File: src/rtl/cwep_pkg.sv
// Shared types and constants for the contention window event picker.
`timescale 1ns / 1ps

package cwep_pkg;

    localparam int MAX_CANDIDATES = 16;
    localparam int NEIGHBOR_SLOTS = 11;
    localparam int IDX_W          = $clog2(MAX_CANDIDATES);
    localparam int CNT_W          = $clog2(MAX_CANDIDATES + 1);

    localparam logic [31:0] WINDOW_RESET = 32'd45000;
    localparam logic [63:0] ANCHOR_NONE  = 64'hFFFF_FFFF_FFFF_FFFF;
    localparam logic [CNT_W-1:0] CNT_FULL = CNT_W'(MAX_CANDIDATES);

    typedef struct packed {
        logic [2:0]  event_kind;
        logic [63:0] anchor_time;
        logic [1:0]  priority_class;
        logic        neighbor_valid;
        logic [3:0]  neighbor_index;
        logic        last;
    } in_item_t;

    typedef struct packed {
        logic        found;
        logic [2:0]  chosen_kind;
        logic [63:0] chosen_anchor;
        logic [1:0]  chosen_priority;
        logic        chosen_neighbor_valid;
        logic [3:0]  chosen_neighbor_index;
    } out_item_t;

    // One stored candidate: anchor plus tag.
    typedef struct packed {
        logic [63:0] anchor;
        logic [2:0]  kind;
        logic [1:0]  prio;
        logic        nbr_valid;
        logic [3:0]  nbr_index;
    } cand_t;

endpackage

File: src/rtl/contention_window_event_picker.sv
// Top level of the contention window event picker.
// Loading: one candidate item per cycle, s_ready high while collecting a round.
// Selection: after the last item of a round, two passes run over the candidate
//   memory, then the winner is emitted once the output register is free; an
//   empty round skips both passes and goes straight to emit.
// Reset (aresetn, synchronous, active low): round empty, no result pending,
//   window back to 45000 us. Candidate memory contents are not cleared.
`timescale 1ns / 1ps

module contention_window_event_picker (
    input  logic                aclk,
    input  logic                aresetn,
    // candidate items
    input  logic                s_valid,
    output logic                s_ready,
    input  cwep_pkg::in_item_t  s_data,
    // result items
    output logic                m_valid,
    input  logic                m_ready,
    output cwep_pkg::out_item_t m_data,
    // contention window register
    input  logic                cfg_wr_en,
    input  logic [31:0]         cfg_wr_data
);
    import cwep_pkg::*;

    // LOAD:      take candidates, write each wanted one to the next free entry.
    // SCAN_MIN:  first pass, find the earliest anchor (first one wins a tie).
    // SCAN_PICK: second pass in load order, let priority override inside the window.
    // EMIT:      hand the winner to the output register once it is free.
    typedef enum logic [1:0] {
        LOAD,
        SCAN_MIN,
        SCAN_PICK,
        EMIT
    } state_t;

    state_t           state_reg;
    logic [CNT_W-1:0] count_reg;   // candidates stored this round
    logic [CNT_W-1:0] iss_reg;     // next entry to read in the current pass
    logic             rvld_reg;    // read data returns this cycle
    logic             first_reg;   // next returned entry is the first of the pass
    cand_t            best_reg;    // current choice, held whole so no re-read is needed
    logic [31:0]      window_reg;
    logic             m_valid_reg;
    out_item_t        m_data_reg;

    logic             s_fire;
    logic             store;
    logic [CNT_W-1:0] count_after;
    cand_t            wr_cand;
    logic             rd_en;
    cand_t            rd_cand;
    logic [64:0]      win_limit;
    logic             in_window;
    logic             take_min;
    logic             take_pick;
    logic             pass_done;
    logic             out_free;

    // Accept only while collecting; the scan never overlaps a write, which keeps
    // the memory free of read/write hazards on the same entry.
    assign s_ready = (state_reg == LOAD);
    assign s_fire  = s_valid && s_ready;

    // Drop unwanted anchors and anything beyond capacity.
    assign store       = s_fire && (s_data.anchor_time != ANCHOR_NONE) && (count_reg < CNT_FULL);
    assign count_after = store ? count_reg + CNT_W'(1) : count_reg;

    always_comb begin
        wr_cand.anchor    = s_data.anchor_time;
        wr_cand.kind      = s_data.event_kind;
        wr_cand.prio      = s_data.priority_class;
        wr_cand.nbr_valid = s_data.neighbor_valid;
        // Store the slot as zero when the candidate has no neighbor.
        wr_cand.nbr_index = s_data.neighbor_valid ? s_data.neighbor_index : 4'd0;
    end

    assign rd_en = ((state_reg == SCAN_MIN) || (state_reg == SCAN_PICK)) &&
                   (iss_reg < count_reg);

    cwep_cand_mem u_mem (
        .aclk    (aclk),
        .wr_en   (store),
        .wr_addr (count_reg[IDX_W-1:0]),
        .wr_data (wr_cand),
        .rd_en   (rd_en),
        .rd_addr (iss_reg[IDX_W-1:0]),
        .rd_data (rd_cand)
    );

    // Window test at 65 bits: a sum past 2^64-1 admits every anchor.
    assign win_limit = {1'b0, best_reg.anchor} + {33'd0, window_reg};
    assign in_window = ({1'b0, rd_cand.anchor} <= win_limit);

    assign take_min  = first_reg || (rd_cand.anchor < best_reg.anchor);
    assign take_pick = in_window &&
                       ((rd_cand.prio > best_reg.prio) ||
                        ((rd_cand.prio == best_reg.prio) &&
                         (rd_cand.anchor < best_reg.anchor)));

    // Last data of the pass is in hand when every entry has been issued.
    assign pass_done = rvld_reg && (iss_reg == count_reg);
    assign out_free  = !m_valid_reg || m_ready;

    always_ff @(posedge aclk) begin
        if (!aresetn) begin
            state_reg   <= LOAD;
            count_reg   <= '0;
            iss_reg     <= '0;
            rvld_reg    <= 1'b0;
            first_reg   <= 1'b0;
            window_reg  <= WINDOW_RESET;
            m_valid_reg <= 1'b0;
        end else begin
            if (cfg_wr_en) begin
                window_reg <= cfg_wr_data;
            end
            // Raise valid when the winner moves out, drop it once the item is taken.
            if ((state_reg == EMIT) && out_free) begin
                m_valid_reg <= 1'b1;
            end else if (m_ready) begin
                m_valid_reg <= 1'b0;
            end
            rvld_reg <= rd_en;
            if (rd_en) begin
                iss_reg <= iss_reg + CNT_W'(1);
            end

            unique case (state_reg)
                LOAD: begin
                    count_reg <= count_after;
                    if (s_fire && s_data.last) begin
                        iss_reg   <= '0;
                        first_reg <= 1'b1;
                        // Skip both passes when nothing was stored.
                        state_reg <= (count_after == '0) ? EMIT : SCAN_MIN;
                    end
                end
                SCAN_MIN: begin
                    if (rvld_reg) begin
                        first_reg <= 1'b0;
                        if (take_min) begin
                            best_reg <= rd_cand;
                        end
                    end
                    if (pass_done) begin
                        iss_reg   <= '0;
                        state_reg <= SCAN_PICK;
                    end
                end
                SCAN_PICK: begin
                    if (rvld_reg && take_pick) begin
                        best_reg <= rd_cand;
                    end
                    if (pass_done) begin
                        state_reg <= EMIT;
                    end
                end
                EMIT: begin
                    // Hold the winner until the output register frees up.
                    if (out_free) begin
                        if (count_reg != '0) begin
                            m_data_reg.found                 <= 1'b1;
                            m_data_reg.chosen_kind           <= best_reg.kind;
                            m_data_reg.chosen_anchor         <= best_reg.anchor;
                            m_data_reg.chosen_priority       <= best_reg.prio;
                            m_data_reg.chosen_neighbor_valid <= best_reg.nbr_valid;
                            m_data_reg.chosen_neighbor_index <= best_reg.nbr_index;
                        end else begin
                            m_data_reg <= '0;
                        end
                        count_reg <= '0;
                        state_reg <= LOAD;
                    end
                end
                default: begin
                    state_reg <= LOAD;
                end
            endcase
        end
    end

    assign m_valid = m_valid_reg;
    assign m_data  = m_data_reg;

endmodule

File: src/rtl/cwep_cand_mem.sv
// Candidate store: one write port, one read port, registered read data.
`timescale 1ns / 1ps

module cwep_cand_mem (
    input  logic                      aclk,
    input  logic                      wr_en,
    input  logic [cwep_pkg::IDX_W-1:0] wr_addr,
    input  cwep_pkg::cand_t           wr_data,
    input  logic                      rd_en,
    input  logic [cwep_pkg::IDX_W-1:0] rd_addr,
    output cwep_pkg::cand_t           rd_data
);
    import cwep_pkg::*;

    cand_t mem [MAX_CANDIDATES];
    cand_t rd_data_reg;

    always_ff @(posedge aclk) begin
        if (wr_en) begin
            mem[wr_addr] <= wr_data;
        end
        if (rd_en) begin
            rd_data_reg <= mem[rd_addr];
        end
    end

    assign rd_data = rd_data_reg;

endmodule

File: config.mk
export PLATFORM = sky130hd
export DESIGN_NAME = contention_window_event_picker
export DESIGN_NICKNAME = d
export VERILOG_FILES = /design/src/rtl/cwep_pkg.sv /design/src/rtl/contention_window_event_picker.sv /design/src/rtl/cwep_cand_mem.sv
export SDC_FILE = /design/constraint.sdc
export NUM_CORES = 1
export LEC_CHECK = 0
export BUFFER_PORTS_ARGS = -buffer_cell sky130_fd_sc_hd__buf_2
export CAP_MARGIN = 20
export CORE_ASPECT_RATIO = 1.75
export CORE_MARGIN = 5
export CORE_UTILIZATION = 45
export DETAILED_ROUTE_END_ITERATION = 16
export PLACE_DENSITY_LB_ADDON = 0.1
export REMOVE_ABC_BUFFERS = 1
export SETUP_SLACK_MARGIN = 0.1
export SYNTH_ARGS = -nofsm -noshare
export SYNTH_HDL_FRONTEND = slang
export SYNTH_HIERARCHICAL = 1
export SYNTH_SLANG_ARGS = --single-unit
export TNS_END_PERCENT = 30
File: constraint.sdc
create_clock -name aclk -period 11.7 [get_ports aclk]
set_input_delay 2.34 -clock aclk [delete_from_list [all_inputs] [get_ports aclk]]
set_output_delay 2.34 -clock aclk [all_outputs]
set_load 0.02 [all_outputs]
---- Word level (Yosys, flattened, before mapping) ----
Memory sizes are Yosys's and may differ from the RTL's. A register that Yosys moved wholly into a read port is not among the register bits.
Index checks and enable logic that the tools add are counted.
storage, ports and cells
  memories kept ........................... 1
  input bits .............................. 112
  flip-flop bits (word level) ............. 196
  bits in writable memories ............... 1184
  logic and storage cells ................. 93
memory list
  memory     words  width  rd ports  clocked after memory_dff  wr ports  line                 text
  u_mem.mem  16     74     1         1                         1         cwep_cand_mem.sv:15  cand_t mem [MAX_CANDIDATES];
operators by class
  reduce and logical (&&, ||, !) cells .... 27
  add/sub/neg operators ................... 3
  mux-type cells .......................... 26
  magnitude comparators ................... 5
  equal/unequal tests ..................... 13
operator list
  cell                                                           number
  74-bit two-way mux                                             3
  74-bit case mux with 2 select lines                            1
  75-bit two-way mux                                             1
  64-bit by 32-bit adder with 65-bit output                      1
  64-bit by 65-bit less-or-equal comparator with 1-bit output    1
  64-bit < comparator                                            1
  64-bit inequality test, second input constant                  1
  5-bit two-way mux                                              5
  5-bit case mux with 2 select lines                             2
  5-bit by 1-bit adder with 5-bit output, second input constant  2
  1-bit logical AND                                              10
  2-bit two-way mux                                              5
  2-bit inequality test, second input constant                   5
  2-bit case mux with 4 select lines                             1
  2-bit nonzero test                                             4
  1-bit two-way mux                                              6
  3-bit AND reduction                                            2
  5-bit equality test                                            1
  5-bit zero test                                                1
  5-bit < comparator                                             1
  5-bit < comparator, second input constant                      1
  5-bit AND reduction                                            1
  5-bit nonzero test                                             1
  2-bit equality test, second input constant                     2
  other kinds (11)                                               15

---- Depth between registers and ports, before layout ----
Gate-level depths: netlist of run 1.
  word-level depth ........................ 9
  depth in mapped cells ................... 18
  gate-level depth less buffers ........... 17

---- Hierarchy ----
The synthesis of run 1 kept the hierarchy.
modules (own cells, without submodules)
  module                          instances  area each (um^2)  sequential area each (um^2)  cells an instance
  cwep_cand_mem                   1          46494.6           37776.2                      1901
  contention_window_event_picker  1          12736.0           5415.2                       1258

---- Least setup slack after synthesis of run 1 ----
No wires, ideal clock.
  path type ............................... input port to flip-flop
  from .................................... in s_data[13] (netlist name)
  to ...................................... mem u_mem/mem[0][0] (netlist name) (enable)
  slack ................................... 2.471 ns
  stages on the path ...................... 7
  path buffers ............................ 1
  arrival ................................. 8.632 ns
  setup time .............................. 0.597 ns
  path through ............................ nand4_1 nor4_1 a41oi_1 and2_1 clkbuf_1 or3b_1 nor3_1
on the way
  word-level cells in the longest chain between the ends .. 5
RTL lines
  item                                     line                                  text
  from (decl)                              contention_window_event_picker.sv:16  input cwep_pkg::in_item_t s_data,
  64-bit inequality test                   contention_window_event_picker.sv:67  assign store = s_fire && (s_data.anchor_time != ANCHOR_NONE) && (count_reg < CNT_FULL);
  1-bit logical AND (2 in a row)           contention_window_event_picker.sv:67
  named net store                          contention_window_event_picker.sv:49  logic store;
  1-bit two-way mux                        cwep_cand_mem.sv:19                   if (wr_en) begin
  1-bit two-way mux (implied by the code)  cwep_cand_mem.sv:20                   mem[wr_addr] <= wr_data;
  to (decl)                                cwep_cand_mem.sv:15
The timed path passes the listed nets, and every way through them passes these cells.

---- Final worst setup path of run 1 ----
  from .................................... reg best_reg[10] (netlist name)
  to ...................................... reg best_reg[43] (netlist name) (enable)
on the way
  word-level cells in the longest chain between the ends .. 7
  elaborated cells on any way between the ends .. 11
  classes of those cells .................. add/sub: 1; order compare: 2; eq/ne: 2; reduce/logical: 6
RTL lines
  item                                                                                               line                                   text
  from (decl)                                                                                        contention_window_event_picker.sv:43   cand_t best_reg;
  from (signal assigned)                                                                             contention_window_event_picker.sv:144  best_reg <= rd_cand;
  from (signal assigned)                                                                             contention_window_event_picker.sv:154  best_reg <= rd_cand;
  parallel branches: the longest is 6 deep, another holds 64-bit by 32-bit adder with 65-bit output  n/a
  5-bit AND reduction (no line) (*)                                                                  n/a
Mark *: on every way between the ends.
A chain may end at the register's enable or synchronous reset.

==> results.json, run 1 <==
{
  "synth_area_per_cell_um2": 18.7,
  "yosysWarnings": 6,
  "cts.sinks": 1454,
  "synth_flop_cell": "edfxtp_1",
  "clkTransAtPathRegs_ns": 0.06,
  "start_util_pct": 45.1,
  "grt_remaining_overflow": 0,
  "ys_types": 78,
  "fin_ws_ns": 4.68,
  "fin_crit_sh_pct": 60.0,
  "hold_violations": 0,
  "cts.path.max_buffers": 3,
  "cts-hold-fix-buffers": 0,
  "die_width_um": 284,
  "cts_setup_buffers": 0,
  "synth_edf_count": 1407,
  "area_growth_pct": 12.7,
  "finalClockSkew_ns": 0.0296,
  "grt_pass1_wl_mm": 224,
  "portBuffers": 188,
  "cts-resized-gates": 0,
  "crit_type": "reg2reg",
  "path_max_fanout": 41,
  "endpoint_kind": "flip-flop",
  "finalWirelength_mm": 154,
  "grt_pass1_vias": 32888,
  "io_pins": 189,
  "cp.required_ns": 12.08,
  "layout.nets": 3703,
  "rows": 176,
  "track_usage_pct": 21.9,
  "core_um2": 131000,
  "max-vdd-ir-drop_mv": 0.115,
  "insertion_delay_ns": 0.77,
  "dr.pass1.iters": 6,
  "syn_inst": 3159,
  "worst-endpoint-arrival_ns": 7.39,
  "largest_register_ffs": 1184,
  "worst_pin_slew_ns": 1.16,
  "max_freq_mhz": 143,
  "final_util_pct": 50.9,
  "num_vias": 31048,
  "maxCapViolCount": 0,
  "tritoncts": "yes",
  "relSlewSlack_pct": 22.4,
  "antenna_found_initial": 17,
  "p_leak_uw": 0.0217,
  "drt_iter0_drc": 2321,
  "period_needed_ns": 7.02,
  "status": "finished, final reports clean",
  "drtAntennaViolNets": 0,
  "power.total_uw": 12200,
  "numCtsBuffers": 136,
  "ys_seq_elements": 1454,
  "wl_per_cell_um": 29.5,
  "place_hpwl_mm": 89.6,
  "drive_above_1_share_pct": 22.9,
  "gp_congestion": 0.947,
  "fp.dieH_um": 490,
  "cts_max_level": 4,
  "synthesis.area_um2": 59200,
  "power.density_nw_per_um2": 183,
  "slew_viol_final": 0,
  "grt_max_degree": 150,
  "hold_path.class": "reg2reg",
  "viasPerCell": 5.95,
  "async_flop_share_pct": 0,
  "cts_root_buf": "clkbuf_16",
  "dp_slack_ns": 4.64,
  "drc": 0,
  "rsz0062_at_grt": "false",
  "ys_seq_area_share_pct": 72.9,
  "setup_viol": 0,
  "cp-start-kind": "flip-flop",
  "dieArea_um2": 139000
}
[cells in the mapped netlist, types with 5 or more instances]
cell       number  share of area [%]
o21a_1          5              0.063
o21bai_1       10               0.13
a31oi_1         5              0.053
o211ai_1        7              0.089
buf_2          31               0.26
nand2_1       151               0.96
a21oi_1        95               0.80
a211oi_2        7               0.15
ha_1          173                3.7
mux4_2        296                 11
nor2b_1        26               0.27
and3_1          6              0.063
a22oi_1       150                1.9
buf_1          17               0.11
nor4_1          9              0.095
xnor2_1        49               0.72
dfxtp_1        47                1.6
or3_1           5              0.053
and4_1          7               0.10
edfxtp_1     1407                 71
xor2_1         13               0.19
buf_4          10               0.13
nor2_1        156               0.99
nand2b_1        7              0.074
a21o_1         15               0.19
nand4_1        51               0.54
nand3_1        36               0.30
buf_6          15               0.29
inv_1          92               0.58
a211oi_1       15               0.19
and2_1         11               0.12
mux2i_1        35               0.59
a221oi_1        5              0.074
nor3_1         17               0.14
a2111oi_2       6               0.15
o21ai_0        49               0.41
clkbuf_1       57               0.36
[path summary, 6_finish.rpt]
check	from	end	slack, ns	depth (start not counted)
min reg2reg	u_mem/rd_data[0]	best_reg[0]	0.42	0
max	best_reg[10]	best_reg[43]	4.68	19
min	u_mem/rd_data[0]	best_reg[0]	0.42	0
max reg2reg	best_reg[10]	best_reg[43]	4.68	19
[critical path, stage by stage, from the launching register on]
cell,delay [ns]
edfxtp_1,0.41
ha_1,0.26
fa_1,0.44
a211oi_1,0.27
o21bai_1,0.15
a21oi_1,0.57
a21oi_2,0.19
o211ai_2,0.20
buf_4,0.30
a2111oi_1,0.14
xnor2_1,0.16
ha_1,0.33
nand4_1,0.29
nor4_1,0.56
nand4_1,0.24
nor2_1,0.30
nand4_1,0.22
o211ai_1,0.16
o221a_4,0.68
buf_4,0.69
[power breakdown]
part / total (µW) / leakage (µW) / switching [µW] / internal (µW)
combinational: 1630 / 0.00646 / 944 / 683
sequential: 6170 / 0.0131 / 151 / 6020
clock: 4430 / 0.00217 / 1960 / 2470
total: 12200 / 0.0217 / 3060 / 9180
[layer usage]
metal	share of wire [%]	global-route usage (%)
met1	40	28.1
met2	52	38.4
met3	5.0	3.32
met4	3.3	7.06
met5	0.061	0
[logic make-up (layout without fill, tap and decap cells)]
group / Yosys count / count (layout) / synth area share, %
flops: 1454 / 1454 / 72.9
simple gates: 499 / 499 / 3.98
compound gates: 417 / 417 / 4.92
mux: 331 / 331 / 11.8
buf+inv: 222 / 588 / 1.73
fa+ha+maj: 174 / 174 / 3.69
xor+xnor: 62 / 62 / 0.917
other cells: 0 / 6 / 0
[cells in the final DEF (no fill, tap or decap), types with 15 or more instances in the layout]
| cell | netlist | layout |
|---|---|---|
| edfxtp_1 | 1407 | 1407 |
| a21oi_1 | 95 | 94 |
| clkbuf_1 | 57 | 20 |
| nand2_1 | 151 | 151 |
| clkbuf_16 | 0 | 137 |
| ha_1 | 173 | 173 |
| buf_2 | 31 | 190 |
| xnor2_1 | 49 | 49 |
| a22oi_1 | 150 | 150 |
| o21ai_0 | 49 | 49 |
| nand3_1 | 36 | 36 |
| mux2i_1 | 35 | 35 |
| nor2b_1 | 26 | 24 |
| mux4_2 | 296 | 296 |
| nor2_1 | 156 | 143 |
| a211oi_1 | 15 | 15 |
| nand4_1 | 51 | 51 |
| clkinv_1 | 0 | 21 |
| inv_1 | 92 | 92 |
| clkinv_2 | 0 | 27 |
| dfxtp_1 | 47 | 45 |
| buf_4 | 10 | 57 |
| a21o_1 | 15 | 15 |
[final cells by class]
cell class	count	area (µm²)
clock inverter	88	917
clock buffer	158	3520
inverter	92	345
antenna	6	15.0
timing repair buffer	250	1450
sequential	1454	43200
fill	10569	64500
tap	1691	2120
multi-input combinational	1483	15200
[stage by stage]
step                      hold slack, ns  cells  setup TNS (ns)  area [µm²]
after floorplan                    0.400   3029         -473.86       58600
after global placement             0.403   4966               0       62200
after detailed placement           0.410   4968               0       62300
after CTS                          0.424   5214               0       66700
after global routing               0.433   5217               0       66700
final                              0.422   5222               0       66800
No activity file was read; power rests on OpenSTA's default activity.
==> inputs of run 2 (changes only) <==
==> constraint.sdc (replaced) <==
create_clock -name aclk -period 6.2 [get_ports aclk]
set_input_delay 1.24 -clock aclk [delete_from_list [all_inputs] [get_ports aclk]]
set_output_delay 1.24 -clock aclk [all_outputs]
set_load 0.02 [all_outputs]
==> run 2 against run 1 <==
Sequential power is 90% higher. Critical path depth up 2. Sequential cell count did not move. Power up 88%. Via count up 0.12%. Core utilization grew 0.20 points. Global-route usage is 0.48 points higher. Non-clock buffer count up 16. Sequential share of layout area down 0.25 points. Combinational power up 90%. Critical endpoint is now best_reg[15]. Largest cell class unchanged. Highest routed layer unchanged.
==> results.json, run 2 (synthesis results as in run 1) <==
{
  "status": "finished, final reports clean",
  "antenna_found_initial": 14,
  "cts_root_buf": "clkbuf_16",
  "endpoint_kind": "flip-flop",
  "grt_max_degree": 141,
  "path_max_fanout": 62,
  "fin_crit_sh_pct": 94.5,
  "place_inst": 4983,
  "dieArea_um2": 139000,
  "period_needed_ns": 5.86,
  "track_usage_pct": 22.4,
  "final_util_pct": 51.1,
  "setup_viol": 0,
  "mostFrequentLayoutCells": "1407 x edfxtp_1, 296 x mux4_2, 188 x buf_2, 173 x ha_1, 151 x nand2_1",
  "clkTransAtPathRegs_ns": 0.07,
  "place_area_um2": 62600,
  "area_growth_pct": 13.1,
  "largest_register_ffs": 1184,
  "grt_pass1_wl_mm": 229,
  "drc": 0,
  "drive_above_1_share_pct": 22.8,
  "hold_path.class": "reg2reg",
  "hold_violations": 0,
  "crit_slowest_cell": "fa_1",
  "worst_pin_slew_ns": 1.09,
  "cp-start-kind": "flip-flop",
  "reg2reg_to": "best_reg[15]",
  "cp.required_ns": 6.59,
  "max_freq_mhz": 171,
  "max-vdd-ir-drop_mv": 0.254,
  "hp-start": "u_mem/rd_data[0]",
  "place_hpwl_mm": 91.9,
  "start_util_pct": 45.1,
  "ff2ff_path_depth": 21,
  "cts-hold-fix-buffers": 0,
  "nFillCells": 10545,
  "mostFrequentLayoutCell": "edfxtp_1",
  "relSlewSlack_pct": 27.2,
  "rows": 176,
  "cts_max_level": 4,
  "dp_slack_ns": 0.217,
  "maxCapViolCount": 0,
  "layout.nets": 3717,
  "path_buf_inv": 4,
  "dr.pass1.iters": 5,
  "finalClockSkew_ns": 0.0222,
  "slew_viol_final": 0,
  "die_width_um": 284,
  "max_stage_delay_ns": 0.44,
  "portBuffers": 188,
  "grt_remaining_overflow": 0,
  "cts.sinks": 1454,
  "worst-endpoint-arrival_ns": 6.25,
  "rsz0062_at_grt": "false",
  "design_area_um2": 67000,
  "wl_per_cell_um": 30.0,
  "crit_type": "reg2reg",
  "regToRegStartpoint": "best_reg[10]",
  "hold_depth": 0,
  "min_to": "best_reg[0]",
  "drtAntennaViolNets": 0,
  "power.density_nw_per_um2": 343,
  "cp_cell_sequence": "ha_1 > fa_1 > a211oi_1 > o21bai_1 > a21oi_1 > buf_4 > a21oi_2 > o211ai_2 > buf_4 > a2111oi_1 > xnor2_1 > ha_1 > nand4_1 > nor4_1 > nand4_1 > buf_4 > nor2_2 > nand4_1 > o211ai_1 > o221a_4 > buf_12",
  "r2r_setup_slack_ns": 0.34,
  "grt_pass1_vias": 33141,
  "fin_ws_ns": 0.344,
  "insertion_delay_ns": 0.76,
  "numCtsBuffers": 134,
  "hold_ws_ns": 0.417,
  "drt_iter0_drc": 2808,
  "gp_congestion": 0.959,
  "num_vias": 31086,
  "tritoncts": "yes",
  "stdcell_count": 5229,
  "core_um2": 131000,
  "p_leak_uw": 0.0218,
  "fp.dieH_um": 490,
  "io_pins": 189,
  "viasPerCell": 5.94,
  "finalWirelength_mm": 157,
  "cts.path.max_buffers": 3,
  "cp_top_family": "compound AO/OA/AOI/OAI gates"
}
[run 2: cell count changes in the layout (fill, tap and decap cells not counted), moves of 2 or more]
cell | previous run | this run
buf_12 | 1 | 22
clkinv_1 | 21 | 27
inv_6 | 10 | 3
inv_16 | 2 | 4
buf_2 | 190 | 188
bufinv_16 | 13 | 11
clkinvlp_4 | 6 | 1
diode_2 | 6 | 2
clkinv_4 | 2 | 6
buf_4 | 57 | 55
clkinv_2 | 27 | 21
clkbuf_1 | 20 | 25
[run 2: per-stage QoR]
| stage | setup TNS (ns) | power, µW |
|---|---|---|
| after floorplan | -1816.69 | 14400 |
| after global placement | 0 | 15000 |
| after detailed placement | 0 | 15000 |
| after CTS | 0 | 23300 |
| after global routing | 0 | 24000 |
| final | 0 | 23000 |
[run 2: worst max path at each step]
stage	from	to	slack, ns	cells past startpoint
final	best_reg[10]	best_reg[15]	0.34	21
after global routing	best_reg[10]	best_reg[11]	0.14	21
after CTS	best_reg[10]	best_reg[7]	0.18	20
after detailed placement	best_reg[10]	best_reg[12]	0.22	20
after global placement	best_reg[10]	best_reg[10]	0.34	20
after floorplan	iss_reg[1]	iss_reg[3]	-10.35	7
[run 2: power breakdown]
group	leakage (µW)	switching [µW]	internal [µW]	total, µW
Sequential	0.0131	306	11400	11700
Clock	0.00212	3680	4560	8250
Combinational	0.00660	1790	1300	3090
[run 2: metal layers]
layer | part of all wire (%) | vias up | wire length, µm | GRT usage (%)
met2 | 52 | 984 | 81600 | 39.2
met3 | 5.0 | 248 | 7780 | 3.53
met1 | 40 | 16435 | 63100 | 29.2
met4 | 2.7 | 16 | 4230 | 6.16
li1 | - | 13403 | - | -
met5 | 0.065 | - | 102 | 0
[run 2: final cells by class]
cell class                 instances  area [µm²]  area share (%)
timing repair buffer             266        1820            2.72
inverter                          92         345           0.515
multi-input combinational       1483       15200            22.7
sequential                      1454       43200            64.5
clock inverter                    79         815            1.22
antenna                            2        5.00         0.00747
tap                             1691        2120            3.16
clock buffer                     162        3520            5.26
[run 2: repair_timing]
action                     4_1_cts  5_1_grt
setup endpoints to repair        0       62
gates resized for setup          0        2
hold endpoints to repair         0        0
buffers inserted                 0        1
